`config.mk`:
```
export PLATFORM = sky130hd
export DESIGN_NAME = led_panel_ripple_wavefront_core
export DESIGN_NICKNAME = d
export VERILOG_FILES = /design/src/hdl/lpr_pkg.sv /design/src/hdl/lpr_panel_unit.sv /design/src/hdl/lpr_trigger.sv /design/src/hdl/led_panel_ripple_wavefront_core.sv
export SDC_FILE = /design/constraint.sdc
export NUM_CORES = 1
export LEC_CHECK = 0
export ABC_AREA = 1
export ABC_CLOCK_PERIOD_IN_PS = 4000
export BUFFER_PORTS_ARGS = -buffer_cell sky130_fd_sc_hd__buf_2
export CAP_MARGIN = 20
export CORE_MARGIN = 4
export CORE_UTILIZATION = 35
export CTS_BUF_LIST = sky130_fd_sc_hd__clkbuf_4
export DETAILED_ROUTE_END_ITERATION = 10
export PLACE_DENSITY = 0.54
export SKIP_CTS_REPAIR_TIMING = 1
export SYNTH_ARGS = -nofsm -noshare
export SYNTH_HDL_FRONTEND = slang
export SYNTH_HIERARCHICAL = 1
export SYNTH_SLANG_ARGS = --single-unit
export TNS_END_PERCENT = 10
```
`constraint.sdc`:
```
create_clock -name clock -period 4 [get_ports clock]
set_input_delay 0.4 -clock clock [delete_from_list [all_inputs] [get_ports clock]]
set_output_delay 0.4 -clock clock [all_outputs]
set_load 0.005 [all_outputs]
```
`src/hdl/lpr_pkg.sv`:
```
// Shared types and constants for the panel ripple wavefront block.
package lpr_pkg;

   localparam int PANEL_COUNT     = 10;
   localparam int NEIGHBOUR_COUNT = 3;
   localparam int PANEL_IDX_W     = $clog2(PANEL_COUNT);
   localparam int ID_W            = 4;
   localparam int SLOT_W          = 3 * ID_W;
   localparam int ADJ_W           = 60;
   localparam int LEVEL_W         = 8;
   localparam int TIME_W          = 32;
   localparam int ROLL_W          = 16;
   localparam int CSR_IDX_W       = 3;
   localparam int CSR_DATA_W      = 60;

   localparam logic [ID_W-1:0] NO_NEIGHBOUR = 4'hF;

   // register indexes
   localparam logic [CSR_IDX_W-1:0] REG_ADJ_LOW   = 3'd0;
   localparam logic [CSR_IDX_W-1:0] REG_ADJ_HIGH  = 3'd1;
   localparam logic [CSR_IDX_W-1:0] REG_PEAK      = 3'd2;
   localparam logic [CSR_IDX_W-1:0] REG_FLOOR     = 3'd3;
   localparam logic [CSR_IDX_W-1:0] REG_DIM_STEP  = 3'd4;
   localparam logic [CSR_IDX_W-1:0] REG_MIN_WAIT  = 3'd5;
   localparam logic [CSR_IDX_W-1:0] REG_MAX_WAIT  = 3'd6;
   localparam logic [CSR_IDX_W-1:0] REG_THRESHOLD = 3'd7;

   typedef struct packed {
      logic [TIME_W-1:0] now_ms;
      logic [ID_W-1:0]   seed_panel;
      logic [ROLL_W-1:0] roll;
   } req_data_type;

   typedef struct packed {
      logic [ID_W-1:0]    panel_id;
      logic [LEVEL_W-1:0] level;
      logic               last;
   } rsp_data_type;

   typedef struct packed {
      logic [TIME_W-1:0] min_wait_ms;
      logic [TIME_W-1:0] max_wait_ms;
      logic [ROLL_W-1:0] chance_threshold;
   } trig_cfg_type;

   typedef struct packed {
      logic [LEVEL_W-1:0] peak_level;
      logic [LEVEL_W-1:0] floor_level;
      logic [LEVEL_W-1:0] dim_step;
   } level_cfg_type;

endpackage

```
`src/hdl/lpr_panel_unit.sv`:
```
// Shared per-panel unit: wavefront lighting, dimming and neighbour decode.
module lpr_panel_unit (
   input  logic [lpr_pkg::LEVEL_W-1:0]     level_cur,
   input  logic                            front_bit,
   input  logic [lpr_pkg::SLOT_W-1:0]      adj_slot,
   input  lpr_pkg::level_cfg_type          level_cfg,
   output logic [lpr_pkg::LEVEL_W-1:0]     level_new,
   output logic [lpr_pkg::PANEL_COUNT-1:0] neighbour_mask
);

   logic [lpr_pkg::LEVEL_W-1:0] lit_level;

   always_comb begin
      lit_level = front_bit ? level_cfg.peak_level : level_cur;
      level_new = lit_level;
      if (lit_level > level_cfg.floor_level) begin
         level_new = (lit_level > level_cfg.dim_step) ?
                     lit_level - level_cfg.dim_step : '0;
      end
   end

   always_comb begin
      logic [lpr_pkg::ID_W-1:0] id;
      neighbour_mask = '0;
      for (int i = 0; i < lpr_pkg::NEIGHBOUR_COUNT; i++) begin
         id = adj_slot[i*lpr_pkg::ID_W +: lpr_pkg::ID_W];
         for (int q = 0; q < lpr_pkg::PANEL_COUNT; q++) begin
            if (id != lpr_pkg::NO_NEIGHBOUR && id == lpr_pkg::ID_W'(q)) begin
               neighbour_mask[q] = 1'b1;
            end
         end
      end
   end

endmodule

```
`src/hdl/lpr_trigger.sv`:
```
// Ripple start decision: registered elapsed time, then the frontier, wait, chance and seed tests.
module lpr_trigger (
   input  logic                          clock,
   input  logic                          load_wait,
   input  logic [lpr_pkg::TIME_W-1:0]    now_ms,
   input  logic [lpr_pkg::TIME_W-1:0]    last_ripple_ms,
   input  logic [lpr_pkg::ID_W-1:0]      seed_panel,
   input  logic [lpr_pkg::ROLL_W-1:0]    roll,
   input  logic                          front_empty,
   input  lpr_pkg::trig_cfg_type         trig_cfg,
   output logic                          start
);

   logic [lpr_pkg::TIME_W-1:0] wait_ff;
   logic [lpr_pkg::TIME_W-1:0] wait_in;

   // modulo 2^32 difference
   assign wait_in = load_wait ? now_ms - last_ripple_ms : wait_ff;

   always_ff @(posedge clock) begin
      wait_ff <= wait_in;
   end

   assign start = front_empty
                  && (wait_ff > trig_cfg.min_wait_ms)
                  && ((wait_ff > trig_cfg.max_wait_ms) || (roll < trig_cfg.chance_threshold))
                  && (seed_panel < lpr_pkg::ID_W'(lpr_pkg::PANEL_COUNT));

endmodule

```
`src/hdl/led_panel_ripple_wavefront_core.sv`:
```
// A request enters WALK in the cycle after it is taken; the shared panel unit then handles
// one panel per cycle for ten panels while the output does not stall. State FRONT forms the
// new frontier and elapsed time, state DECIDE decides a ripple start. No new request is
// taken until the block is back in IDLE. Output stall lengthens the walk.
// Reset is synchronous: sets, levels and last ripple time clear, registers take defaults.
module led_panel_ripple_wavefront_core (
   input  logic                              clock,
   input  logic                              reset,
   input  logic                              req_valid,
   output logic                              req_stall,
   input  lpr_pkg::req_data_type             req_data,
   output logic                              rsp_valid,
   input  logic                              rsp_stall,
   output lpr_pkg::rsp_data_type             rsp_data,
   input  logic                              csr_we,
   input  logic [lpr_pkg::CSR_IDX_W-1:0]     csr_index,
   input  logic [lpr_pkg::CSR_DATA_W-1:0]    csr_wdata
);

   localparam logic [1:0] S_IDLE   = 2'd0;
   localparam logic [1:0] S_WALK   = 2'd1;
   localparam logic [1:0] S_FRONT  = 2'd2;
   localparam logic [1:0] S_DECIDE = 2'd3;

   localparam int PC = lpr_pkg::PANEL_COUNT;
   localparam int IW = lpr_pkg::PANEL_IDX_W;

   // configuration
   logic [lpr_pkg::ADJ_W-1:0]   adj_low_ff, adj_high_ff;
   lpr_pkg::level_cfg_type      level_cfg_ff;
   lpr_pkg::trig_cfg_type       trig_cfg_ff;

   // control and state
   logic [1:0]                  state_ff, state_in;
   logic [IW-1:0]               cnt_ff, cnt_in;
   logic [PC-1:0]               front_ff, front_in;
   logic [PC-1:0]               seen_ff, seen_in;
   logic [PC-1:0]               next_ff, next_in;
   logic [lpr_pkg::TIME_W-1:0]  last_ms_ff, last_ms_in;
   logic [lpr_pkg::LEVEL_W-1:0] level_ff [PC];
   logic                        rsp_valid_ff, rsp_valid_in;
   lpr_pkg::rsp_data_type       rsp_data_ff, rsp_data_in;
   lpr_pkg::req_data_type       item_ff, item_in;

   logic                        req_take, rsp_take, step;
   logic [lpr_pkg::LEVEL_W-1:0] level_new;
   logic [PC-1:0]               nb_mask;
   logic [2*lpr_pkg::ADJ_W-1:0] adj_all;
   logic [lpr_pkg::SLOT_W-1:0]  adj_slot;
   logic                        start;

   assign req_stall = (state_ff != S_IDLE);
   assign req_take  = req_valid && !req_stall;
   assign rsp_take  = rsp_valid_ff && !rsp_stall;
   assign step      = (state_ff == S_WALK) && (!rsp_valid_ff || !rsp_stall);

   assign adj_all  = {adj_high_ff, adj_low_ff};
   assign adj_slot = adj_all[cnt_ff*lpr_pkg::SLOT_W +: lpr_pkg::SLOT_W];

   lpr_panel_unit u_panel (
      .level_cur      (level_ff[cnt_ff]),
      .front_bit      (front_ff[cnt_ff]),
      .adj_slot       (adj_slot),
      .level_cfg      (level_cfg_ff),
      .level_new      (level_new),
      .neighbour_mask (nb_mask)
   );

   lpr_trigger u_trigger (
      .clock          (clock),
      .load_wait      (state_ff == S_FRONT),
      .now_ms         (item_ff.now_ms),
      .last_ripple_ms (last_ms_ff),
      .seed_panel     (item_ff.seed_panel),
      .roll           (item_ff.roll),
      .front_empty    (front_ff == '0),
      .trig_cfg       (trig_cfg_ff),
      .start          (start)
   );

   always_comb begin
      state_in     = state_ff;
      cnt_in       = cnt_ff;
      front_in     = front_ff;
      seen_in      = seen_ff;
      next_in      = next_ff;
      last_ms_in   = last_ms_ff;
      item_in      = item_ff;
      rsp_data_in  = rsp_data_ff;
      rsp_valid_in = rsp_valid_ff && !rsp_take;
      case (state_ff)
         S_IDLE: begin
            if (req_take) begin
               item_in  = req_data;
               cnt_in   = '0;
               next_in  = '0;
               state_in = S_WALK;
            end
         end
         S_WALK: begin
            if (step) begin
               rsp_valid_in         = 1'b1;
               rsp_data_in.panel_id = lpr_pkg::ID_W'(cnt_ff);
               rsp_data_in.level    = level_new;
               rsp_data_in.last     = (cnt_ff == IW'(PC - 1));
               if (front_ff[cnt_ff]) begin
                  seen_in[cnt_ff] = 1'b1;
                  next_in         = next_ff | nb_mask;
               end
               if (cnt_ff == IW'(PC - 1)) begin
                  state_in = S_FRONT;
               end else begin
                  cnt_in = cnt_ff + 1'b1;
               end
            end
         end
         S_FRONT: begin
            front_in = next_ff & ~seen_ff;
            state_in = S_DECIDE;
         end
         S_DECIDE: begin
            if (start) begin
               front_in   = PC'(1) << item_ff.seed_panel;
               seen_in    = '0;
               last_ms_in = item_ff.now_ms;
            end
            state_in = S_IDLE;
         end
         default: state_in = S_IDLE;
      endcase
   end

   always_ff @(posedge clock) begin
      if (reset) begin
         state_ff     <= S_IDLE;
         cnt_ff       <= '0;
         front_ff     <= '0;
         seen_ff      <= '0;
         next_ff      <= '0;
         last_ms_ff   <= '0;
         rsp_valid_ff <= 1'b0;
         for (int p = 0; p < PC; p++) begin
            level_ff[p] <= '0;
         end
      end else begin
         state_ff     <= state_in;
         cnt_ff       <= cnt_in;
         front_ff     <= front_in;
         seen_ff      <= seen_in;
         next_ff      <= next_in;
         last_ms_ff   <= last_ms_in;
         rsp_valid_ff <= rsp_valid_in;
         if (step) begin
            level_ff[cnt_ff] <= level_new;
         end
      end
   end

   always_ff @(posedge clock) begin
      item_ff     <= item_in;
      rsp_data_ff <= rsp_data_in;
   end

   // configuration writes
   always_ff @(posedge clock) begin
      if (reset) begin
         adj_low_ff                    <= {lpr_pkg::ADJ_W{1'b1}};
         adj_high_ff                   <= {lpr_pkg::ADJ_W{1'b1}};
         level_cfg_ff.peak_level       <= 8'd250;
         level_cfg_ff.floor_level      <= 8'd200;
         level_cfg_ff.dim_step         <= 8'd5;
         trig_cfg_ff.min_wait_ms       <= 32'd5000;
         trig_cfg_ff.max_wait_ms       <= 32'd15000;
         trig_cfg_ff.chance_threshold  <= 16'd218;
      end else if (csr_we) begin
         case (csr_index)
            lpr_pkg::REG_ADJ_LOW:   adj_low_ff  <= csr_wdata[lpr_pkg::ADJ_W-1:0];
            lpr_pkg::REG_ADJ_HIGH:  adj_high_ff <= csr_wdata[lpr_pkg::ADJ_W-1:0];
            lpr_pkg::REG_PEAK:      level_cfg_ff.peak_level  <= csr_wdata[7:0];
            lpr_pkg::REG_FLOOR:     level_cfg_ff.floor_level <= csr_wdata[7:0];
            lpr_pkg::REG_DIM_STEP:  level_cfg_ff.dim_step    <= csr_wdata[7:0];
            lpr_pkg::REG_MIN_WAIT:  trig_cfg_ff.min_wait_ms  <= csr_wdata[31:0];
            lpr_pkg::REG_MAX_WAIT:  trig_cfg_ff.max_wait_ms  <= csr_wdata[31:0];
            lpr_pkg::REG_THRESHOLD: trig_cfg_ff.chance_threshold <= csr_wdata[15:0];
            default: ;
         endcase
      end
   end

   assign rsp_valid = rsp_valid_ff;
   assign rsp_data  = rsp_data_ff;

`ifndef SYNTH
   // in DECIDE the frontier holds no panel already reached by this ripple
   a_front_seen_disjoint: assert property (@(posedge clock) disable iff (reset)
      (state_ff == S_DECIDE) |-> ((front_ff & seen_ff) == '0))
      else $error("frontier overlaps seen set");

   // a new ripple starts from exactly one panel
   a_seed_onehot: assert property (@(posedge clock) disable iff (reset)
      (state_ff == S_DECIDE && start) |=> $onehot(front_ff))
      else $error("ripple start frontier not one-hot");

   // an accepted request starts the walk at panel zero
   a_walk_start: assert property (@(posedge clock) disable iff (reset)
      req_take |=> (state_ff == S_WALK && cnt_ff == '0))
      else $error("walk did not start at panel zero");
`endif

endmodule

```
* Word level (Yosys, flattened, before mapping) *
Memory sizes are Yosys's and may differ from the RTL's. A register that Yosys moved wholly into a read port is not among the register bits.
Index checks and enable logic that the tools add are counted.

cells by class
  add/sub/neg operators = 3
  multipliers = 1
  divide/modulo/power cells = 0
  $lt $le $gt $ge = 8
  equal/unequal tests = 47
  shifts and indexed selects = 2
  mux-type cells = 67
  bitwise gates (word level) = 4
  reduce and logical (&&, ||, !) cells = 71

operator list
  kind                                                 number
  variable part select 120 x 9 -> 12 bit               1
  two-way mux 10 bit                                   7
  greater-than comparator 32 bit                       2
  case mux 10 bit (2 select lines)                     3
  equality test 4 x 3 -> 1 bit, second input constant  12
  two-way mux 1 bit                                    40
  logical AND 1 bit                                    38
  two-way mux 8 bit                                    4
  subtractor 32 bit                                    1
  equality test 4 bit, second input constant           7
  equality test 4 x 2 -> 1 bit, second input constant  6
  two-way mux 4 bit                                    6
  AND reduction 2 bit                                  12
  OR 10 bit                                            2
  greater-than comparator 8 bit                        2
  < comparator 16 bit                                  1
  equality test 3 bit, second input constant           4
  equality test 4 x 1 -> 1 bit, second input constant  3
  zero test 4 bit                                      3
  inequality test 4 bit, second input constant         3
  AND reduction 4 bit                                  3
  AND 10 bit                                           1
  zero test 10 bit                                     1
  inverter 10 bit                                      1
  25 further kinds                                     40

storage, ports and cells
  register bits after elaboration = 390
  bits in latches = 0
  bits in writable memories = 80
  memory bits (read-only) = 0
  input bits = 120
  output and inout bits = 15
  logic and storage cells = 226
  memories = 1

memories
  name      words  width  read ports  clocked after Yosys merged registers in  wr ports  RTL line                               text
  level_ff  10     8      1           1                                        10        led_panel_ripple_wavefront_core.sv:40  logic [lpr_pkg::LEVEL_W-1:0] level_ff [PC];

* Depth between registers and ports, before layout *
Gate-level depths: netlist of the first run.

  depth after elaboration = 11
  gate-level depth with buffers = 26

* Hierarchy *
Netlist of the first run, hierarchy kept.

modules (own cells, without submodules)
  module                           instances  cells an instance  area an instance (sq um)  seq. area each (sq um)
  led_panel_ripple_wavefront_core  1          2190               19402.4                   11741.3
  lpr_trigger                      1          735                5036.1                    960.9
  lpr_panel_unit                   1          228                1137.3                    0.0

* Worst setup path after synthesis of the first run *
No wires, ideal clock.

  path kind = flip-flop to flip-flop
  start point = reg with a tool-made name
  end point = mem level_ff[8][0] (netlist bit) (data pin)
  library setup time = 0.263 ns
  arrival = 3.124 ns
  data required time = 3.737 ns
  setup slack = 0.613 ns
  stages on the path, launching flop included = 24
  path buffers = 3
  clock period less this slack = 3.387 ns
  cells stage by stage = dfxtp_1 > buf_2 > buf_2 > buf_2 > mux2i_1 > o211ai_1 > nand3_1 > nand2_1 > mux2i_1 > ha_1 > inv_1 > fa_1 > nand2_1 > nand3_4 > nand3_1 > nand2_1 > nand2_2 > nor2_1 > nand2_1 > o21ai_0 > inv_1 > nor2_1 > inv_1 > nor2_1

RTL lines
  item              RTL line
  end: declaration  led_panel_ripple_wavefront_core.sv:40

==> results of run 1 <==
-- power groups by stage --
stage / Sequential (mW) / Clock [mW] / Combinational [mW]
3_3_place_gp: 6.74 / 0 / 5.57
2_1_floorplan: 6.59 / 0 / 3.87
6_report: 6.62 / 5.25 / 5.74
4_1_cts: 6.63 / 5.42 / 5.63
5_1_grt: 6.69 / 5.75 / 6.52
3_5_place_dp: 6.74 / 0 / 5.61
-- flip-flops by register name (all words and copies together), names as in the netlist, named ones only --
register	flops
level_ff	128
trig_cfg_ff	80
adj_high_ff	60
adj_low_ff	60
item_ff	52
last_ms_ff	32
u_trigger/wait_ff	32
level_cfg_ff	24
rsp_data	13
front_ff	10
next_ff	10
seen_ff	10
cnt_ff	4
state_ff	2
rsp_valid	1
-- final cells by class --
type	count	area, sq um
multi-input combinational	2176	11160
inverter	317	1197
tap	950	1189
clock inverter	39	255.2
timing repair buffer	309	2327
fill	7364	41360
sequential	522	12710
antenna	6	15.01
clock buffer	235	1764
-- cell families after synthesis --
family / synth area share
AOI/OAI and AO/OA: 0.1040
adders and majority gates: 0.06761
and+or+nand+nor: 0.2423
muxes: 0.01292
xor gates and xnor gates: 0.007876
buffers and inverters: 0.06864
DFF: 0.4966
-- tightest hold or removal path: cells and delay by family --
kind / cells / cell delay (ps)
compound gates: 2 / 200
buf+inv: 2 / 270
simple gates: 1 / 140
-- metal layers --
metal	GRT usage	vias up	wire length, um
met5	0	-	27
met1	0.2400	10240	33810
met2	0.3192	528	36260
met3	0.03800	150	3715
li1	-	11180	-
met4	0.08877	4	2595
-- layout by cell type (no fill, tap or decap), types with 10 or more instances in the layout --
cell	netlist	final
o22ai_1	24	24
inv_1	305	303
nand2_2	24	23
buf_4	2	54
o21ai_0	236	234
mux2i_1	33	32
nand4_1	19	19
nor3_1	11	11
dlygate4sd3_1	0	117
clkbuf_4	0	235
a31oi_1	10	10
edfxtp_1	225	225
nor2_2	10	16
buf_2	11	134
o211ai_1	32	32
clkinv_1	6	28
xor2_1	17	17
dfxtp_1	297	294
nand3_1	270	270
nor2_1	446	438
inv_2	5	10
a21oi_1	153	153
nand2_1	698	698
ha_1	135	135
-- through the flow --
step / setup slack, ps / power [mW] / util
after floorplan: 613.2 / 10.46 / -
after global placement: 162.6 / 12.31 / 0.3802
after detailed placement: 71.12 / 12.35 / 0.3802
after CTS: 36.86 / 17.68 / 0.4083
after global routing: 3.685 / 18.95 / 0.4253
final: 352.7 / 17.62 / 0.4253
-- final timing paths --
path	startpoint	to	slack, ps
max	flop	level_ff[8][7]	350
min	req_valid	next_ff[7]	70
max reg2reg	flop	level_ff[8][7]	350
min reg2reg	adj_low_ff[17]	adj_low_ff[17]	450
==> results.sh, run 1 <==
export IMPL_status="completed"
export IMPL_critPathSlowestCell="dfxtp_4"
export IMPL_syn_inst=3153
export IMPL_grt_ovfl_total=0
export IMPL_htreeDepth=4
export IMPL_wire_per_inst_um=16.78
export IMPL_syn_area_per_cell_sq_um=8.112
export IMPL_area_growth_pct=19.70
export IMPL_dieArea_sq_um=77460
export IMPL_tightest_slew_ps=925.4
export IMPL_critPathKind="flop to flop"
export IMPL_path_common_cell="nand2_1"
export IMPL_ys_seq_elements=522
export IMPL_syn_area_sq_um=25580
export IMPL_ys_flop_type="dfxtp_1"
export IMPL_clock_skew_ps=76.14
export IMPL_cp_cell_sequence="buf_12 -> buf_4 -> mux2i_1 -> o211ai_1 -> nand3_1 -> nand2_1 -> nand2_1 -> nand2_1 -> ha_1 -> nand2_2 -> nor2_2 -> nand3_1 -> nand2_1 -> nand2_4 -> nor2_1 -> nand3_1 -> nand2_1 -> inv_1 -> nor2_2 -> inv_1 -> nor2_1"
export IMPL_drt_wl_total_um=76420
export IMPL_fp_coreArea_sq_um=71980
export IMPL_yosysTopAreaCell="edfxtp_1"
export IMPL_clk_path_buf_depth=3
export IMPL_setup_violations=0
export IMPL_dpl_hpwl_um=53170
export IMPL_p_comb_frac=0.326
export IMPL_yosysTopAreaCellShare=0.2642
export IMPL_die_w_um=278.3
export IMPL_ys_warn_count=6
export IMPL_p_switching_mw=6.474
export IMPL_final_cells=4554
export IMPL_ctsRootBufferMaster="clkbuf_4"
export IMPL_antenna_found_initial=6
export IMPL_io_pins=135
export IMPL_p_int_mw=11.14
export IMPL_clock_latency_ps=990
export IMPL_rsz0062_at_grt="no"
export IMPL_p_clk_frac=0.298
export IMPL_drtAntennaViolNets=0
export IMPL_num_vias=22100
export IMPL_async_flop_share=0
export IMPL_vias_per_cell=4.852
export IMPL_grt_pass1_vias=21250
export IMPL_start_util=0.3553
export IMPL_place_gp_congestion=0.8541
export IMPL_synthTopCellsByCount="nand2_1, nor2_1, inv_1, dfxtp_1, nand3_1"
export IMPL_fin_tns_setup_ps=0
export IMPL_critPathMaxFanout=41
export IMPL_design_area_sq_um=30610
export IMPL_synth_most_common_cell="nand2_1"
export IMPL_p_seq_frac=0.376
export IMPL_cts_sinks=522
export IMPL_cp_top_family="simple AND/OR/NAND/NOR gates"
export IMPL_leakage_nw=13.20
export IMPL_switching_share=0.3675
export IMPL_slowest_delay_ps=480
export IMPL_syn_num_nets=3410
export IMPL_arrival_ps=4470
export IMPL_power_density_nw_per_um2=575.4
export IMPL_drtIter0Drc=1397
export IMPL_start_kind="flop"
export IMPL_numPortBuffers=134
export IMPL_final_nets=3734
export IMPL_cap_violations=0
export IMPL_crit_buf_inv=4
export IMPL_whs_ps=66.37
export IMPL_drive_above_1_share=0.1429
export IMPL_crit_path_end_kind="flop"
export IMPL_crit_cells=21
export IMPL_ys_top_cells_by_area="edfxtp_1, dfxtp_1, nand2_1"
export IMPL_synth_cell_type_count=51
export IMPL_hold_depth=5
export IMPL_layout_min_cycle_time_ps=3647
export IMPL_grt_max_degree=119
export IMPL_place_area_sq_um=27370
export IMPL_relSlewSlack=0.3808
export IMPL_first_pass_iters=8
export IMPL_cts_tree="done"
export IMPL_max_freq_mhz=274.2
export IMPL_clk_pin_slew_ps=60
export IMPL_hold_path_class="input pin to flop"
export IMPL_r2r_cells=21
export IMPL_finalHoldViolations=0
export IMPL_synth_edf_count=225
export IMPL_grt_pass1_wl_um=117000
export IMPL_dieHeight_um=278.3
export IMPL_route_detailed_drc=0
export IMPL_peakVddDrop_mv=0.2704
export IMPL_cts_buffers=151
export IMPL_rows=98
export IMPL_grtUsageTotal=0.1916
export IMPL_synth_seq_area_share=0.4966
export IMPL_report_final_slew_viol_count=0
export IMPL_place_inst=4156
export IMPL_worstPathRequired_ps=4820
export IMPL_period_share=0.9118
No activity file was read; power rests on OpenSTA's default activity.
==> run 2: changes to the inputs <==
--- a/config.mk
+++ b/config.mk
@@ -18,5 +18,4 @@
 export SYNTH_ARGS = -nofsm -noshare
 export SYNTH_HDL_FRONTEND = slang
-export SYNTH_HIERARCHICAL = 1
 export SYNTH_SLANG_ARGS = --single-unit
 export TNS_END_PERCENT = 10
==> constraint.sdc (replaced) <==
create_clock -name clock -period 4 [get_ports clock]
set_input_delay 0.4 -clock clock [delete_from_list [all_inputs] [get_ports clock]]
set_output_delay 0.4 -clock clock [all_outputs]
set_load 0.02 [all_outputs]
==> results.sh, run 2 <==
export IMPL_p_seq_frac=0.354
export IMPL_largest_reg_flops=128
export IMPL_synthTopCellsByCount="nand2_1, nor2_1, dfxtp_1, inv_1, o21ai_0"
export IMPL_ys_warn_count=0
export IMPL_total_power_mw=18.85
export IMPL_vias_per_cell=4.807
export IMPL_regArea_sq_um=12700
export IMPL_dpl_hpwl_um=50560
export IMPL_clk_path_buf_depth=3
export IMPL_setup_violations=0
export IMPL_clk_pin_slew_ps=70
export IMPL_hold_path_class="input pin to flop"
export IMPL_status="completed"
export IMPL_leakage_nw=12.91
export IMPL_p_switching_mw=7.477
export IMPL_syn_num_nets=3303
export IMPL_async_flop_share=0
export IMPL_p_clk_frac=0.268
export IMPL_critPathMaxFanout=15
export IMPL_grt_pass1_wl_um=113100
export IMPL_ys_flop_type="dfxtp_1"
export IMPL_reg_largest_list="level_ff (128), trig_cfg_ff (80)"
export IMPL_fin_tns_setup_ps=0
export IMPL_rows=98
export IMPL_ys_seq_elements=522
export IMPL_grt_max_degree=91
export IMPL_grt_ovfl_total=0
export IMPL_grtUsageTotal=0.1856
export IMPL_multi_input_area_sq_um=10980
export IMPL_utilization=0.4195
export IMPL_tightest_slew_ps=906.2
export IMPL_wire_per_inst_um=16.55
export IMPL_top_register="level_ff"
export IMPL_start_kind="flop"
export IMPL_arrival_ps=4280
export IMPL_clock_latency_ps=980
export IMPL_io_pins=135
export IMPL_drive_above_1_share=0.1497
export IMPL_power_density_nw_per_um2=627.4
export IMPL_rsz0062_at_grt="no"
export IMPL_synth_most_common_cell="nand2_1"
export IMPL_critPathKind="flop to flop"
export IMPL_ys_top_cells_by_area="edfxtp_1, dfxtp_1, nand2_1"
export IMPL_cap_violations=0
export IMPL_num_vias=21220
export IMPL_cts_sinks=522
export IMPL_fp_coreArea_sq_um=71610
export IMPL_min_from="csr_index[2]"
export IMPL_die_w_um=277.0
export IMPL_ctsRootBufferMaster="clkbuf_4"
export IMPL_r2r_end="level_ff[14][4]"
export IMPL_dieArea_sq_um=76730
export IMPL_syn_inst=3047
export IMPL_relSlewSlack=0.3959
export IMPL_p_int_mw=11.37
export IMPL_synth_seq_area_share=0.5016
export IMPL_first_pass_iters=5
export IMPL_regToRegSetupSlack_ps=390
export IMPL_r2r_cells=21
export IMPL_report_final_slew_viol_count=0
export IMPL_area_growth_pct=18.62
export IMPL_whs_endpoint="trig_cfg_ff[50]"
export IMPL_final_cell_mix="nand2_1, nor2_1, dfxtp_1, inv_1, o21ai_0"
export IMPL_place_gp_congestion=0.8429
export IMPL_synth_edf_count=225
export IMPL_switching_share=0.3967
export IMPL_antenna_found_initial=4
export IMPL_final_nets=3605
export IMPL_hold_depth=5
export IMPL_crit_path_end_kind="flop"
export IMPL_final_common_cell="nand2_1"
export IMPL_layout_min_cycle_time_ps=3613
export IMPL_cts_tree="done"
export IMPL_finalHoldViolations=0
export IMPL_yosysTopAreaCell="edfxtp_1"
export IMPL_max_freq_mhz=276.8
export IMPL_r2r_start="cnt_ff[0]"
export IMPL_synth_cell_type_count=57
export IMPL_start_util=0.3537
export IMPL_cts_buffers=146
export IMPL_numPortBuffers=134
export IMPL_syn_area_sq_um=25330
export IMPL_htreeDepth=4
export IMPL_drtAntennaViolNets=0
export IMPL_peakVddDrop_mv=0.3101
export IMPL_period_share=0.9032
export IMPL_clock_skew_ps=79.89
export IMPL_drt_wl_total_um=73040
export IMPL_route_detailed_drc=0
export IMPL_yosysTopAreaCellShare=0.2668
export IMPL_dieHeight_um=277.0
export IMPL_fillers=7347
export IMPL_grt_pass1_vias=20220
export IMPL_p_comb_frac=0.378
export IMPL_worstPathRequired_ps=4670
export IMPL_drtIter0Drc=1364
export IMPL_whs_ps=133.6
export IMPL_syn_area_per_cell_sq_um=8.312
==> run 2: changes by cell type in the layout (fill, tap and decap cells not counted), sizes merged, moves of 8 or more <==
cell    previous run  this run
a21oi            155       190
o22ai             24        15
clkbuf           235       214
xor2              17        25
a32oi              0         9
o211ai            33        58
buf              192       175
nand2            722       712
mux2i             33         0
o21ai            246       261
nand3            272       181
nor2             458       423
inv              315       276
a21o               4        13
==> run 2: worst max path at each step <==
| stage | start | to |
|---|---|---|
| finish | cnt_ff[0] | level_ff[14][4] |
| global route | cnt_ff[0] | level_ff[0][0] |
| detailed placement | cnt_ff[0] | level_ff[13][4] |
| CTS | cnt_ff[0] | level_ff[10][4] |
| floorplan | cnt_ff[0] | level_ff[10][3] |
| global placement | cnt_ff[0] | level_ff[13][4] |
==> run 2: layout make-up <==
type / instances / area share
Timing Repair Buffer: 292 / 0.07281
Inverter: 276 / 0.03486
Tap cell: 950 / 0.03957
Clock inverter: 46 / 0.01054
Clock buffer: 214 / 0.05348
Antenna cell: 3 / 0.0002499
Sequential cell: 522 / 0.4229
Multi-Input combinational cell: 2111 / 0.3656
==> run 2: through the flow <==
stage          instances  area, sq um  setup WS (ps)
2_1_floorplan       3047        25330          805.9
3_3_place_gp        4034        26940          479.7
3_5_place_dp        4034        26940          383.4
4_1_cts             4294        28860          382.8
5_1_grt             4413        30040          29.10
6_report            4414        30040          387.0
==> run 2: cell families (layout without fill, tap and decap cells) <==
| family | count (synthesis) | in the layout | share of synthesized area |
|---|---|---|---|
| other | 0 | 3 | 0 |
| DFF | 522 | 522 | 0.5016 |
| and+or+nand+nor | 1354 | 1354 | 0.2224 |
| AOI/OAI and AO/OA | 584 | 584 | 0.1300 |
| xor gates and xnor gates | 37 | 37 | 0.01280 |
| adders and majority gates | 136 | 136 | 0.06778 |
| buffers and inverters | 414 | 828 | 0.06541 |
==> run 2: power groups by stage <==
stage	clock network (mW)	registers [mW]	logic, mW
3_5_place_dp	0	6.78	7.02
3_3_place_gp	0	6.79	6.99
6_report	5.06	6.67	7.12
5_1_grt	5.52	6.72	8.08
2_1_floorplan	0	6.71	5.20
4_1_cts	5.24	6.67	7.05
==> run 2: critical path, cell delays in order, from the launching register on <==
cell and delay [ps]:
dfxtp_2 460, inv_2 120, nand2_1 80, a21oi_1 60, o21ai_1 230, nand3_4 160
inv_4 210, nand3_1 150, o21ai_0 180, ha_1 210, inv_1 60, fa_1 390
nand2_1 80, nand2_1 90, nand2_1 70, o211ai_1 130, nand2_1 180, nor2_1 60
nand2_1 110, nand2_4 80, nand2_4 130, inv_2 100
==> run 2: routing by layer <==
layer  vias to the layer above  wire (um)  GRT usage
li1                      10840          -          -
met1                      9818      33570     0.2456
met2                       453      34380     0.3036
met3                       107       3590    0.04215
met4                         2       1490    0.05722
met5                         -         13          0
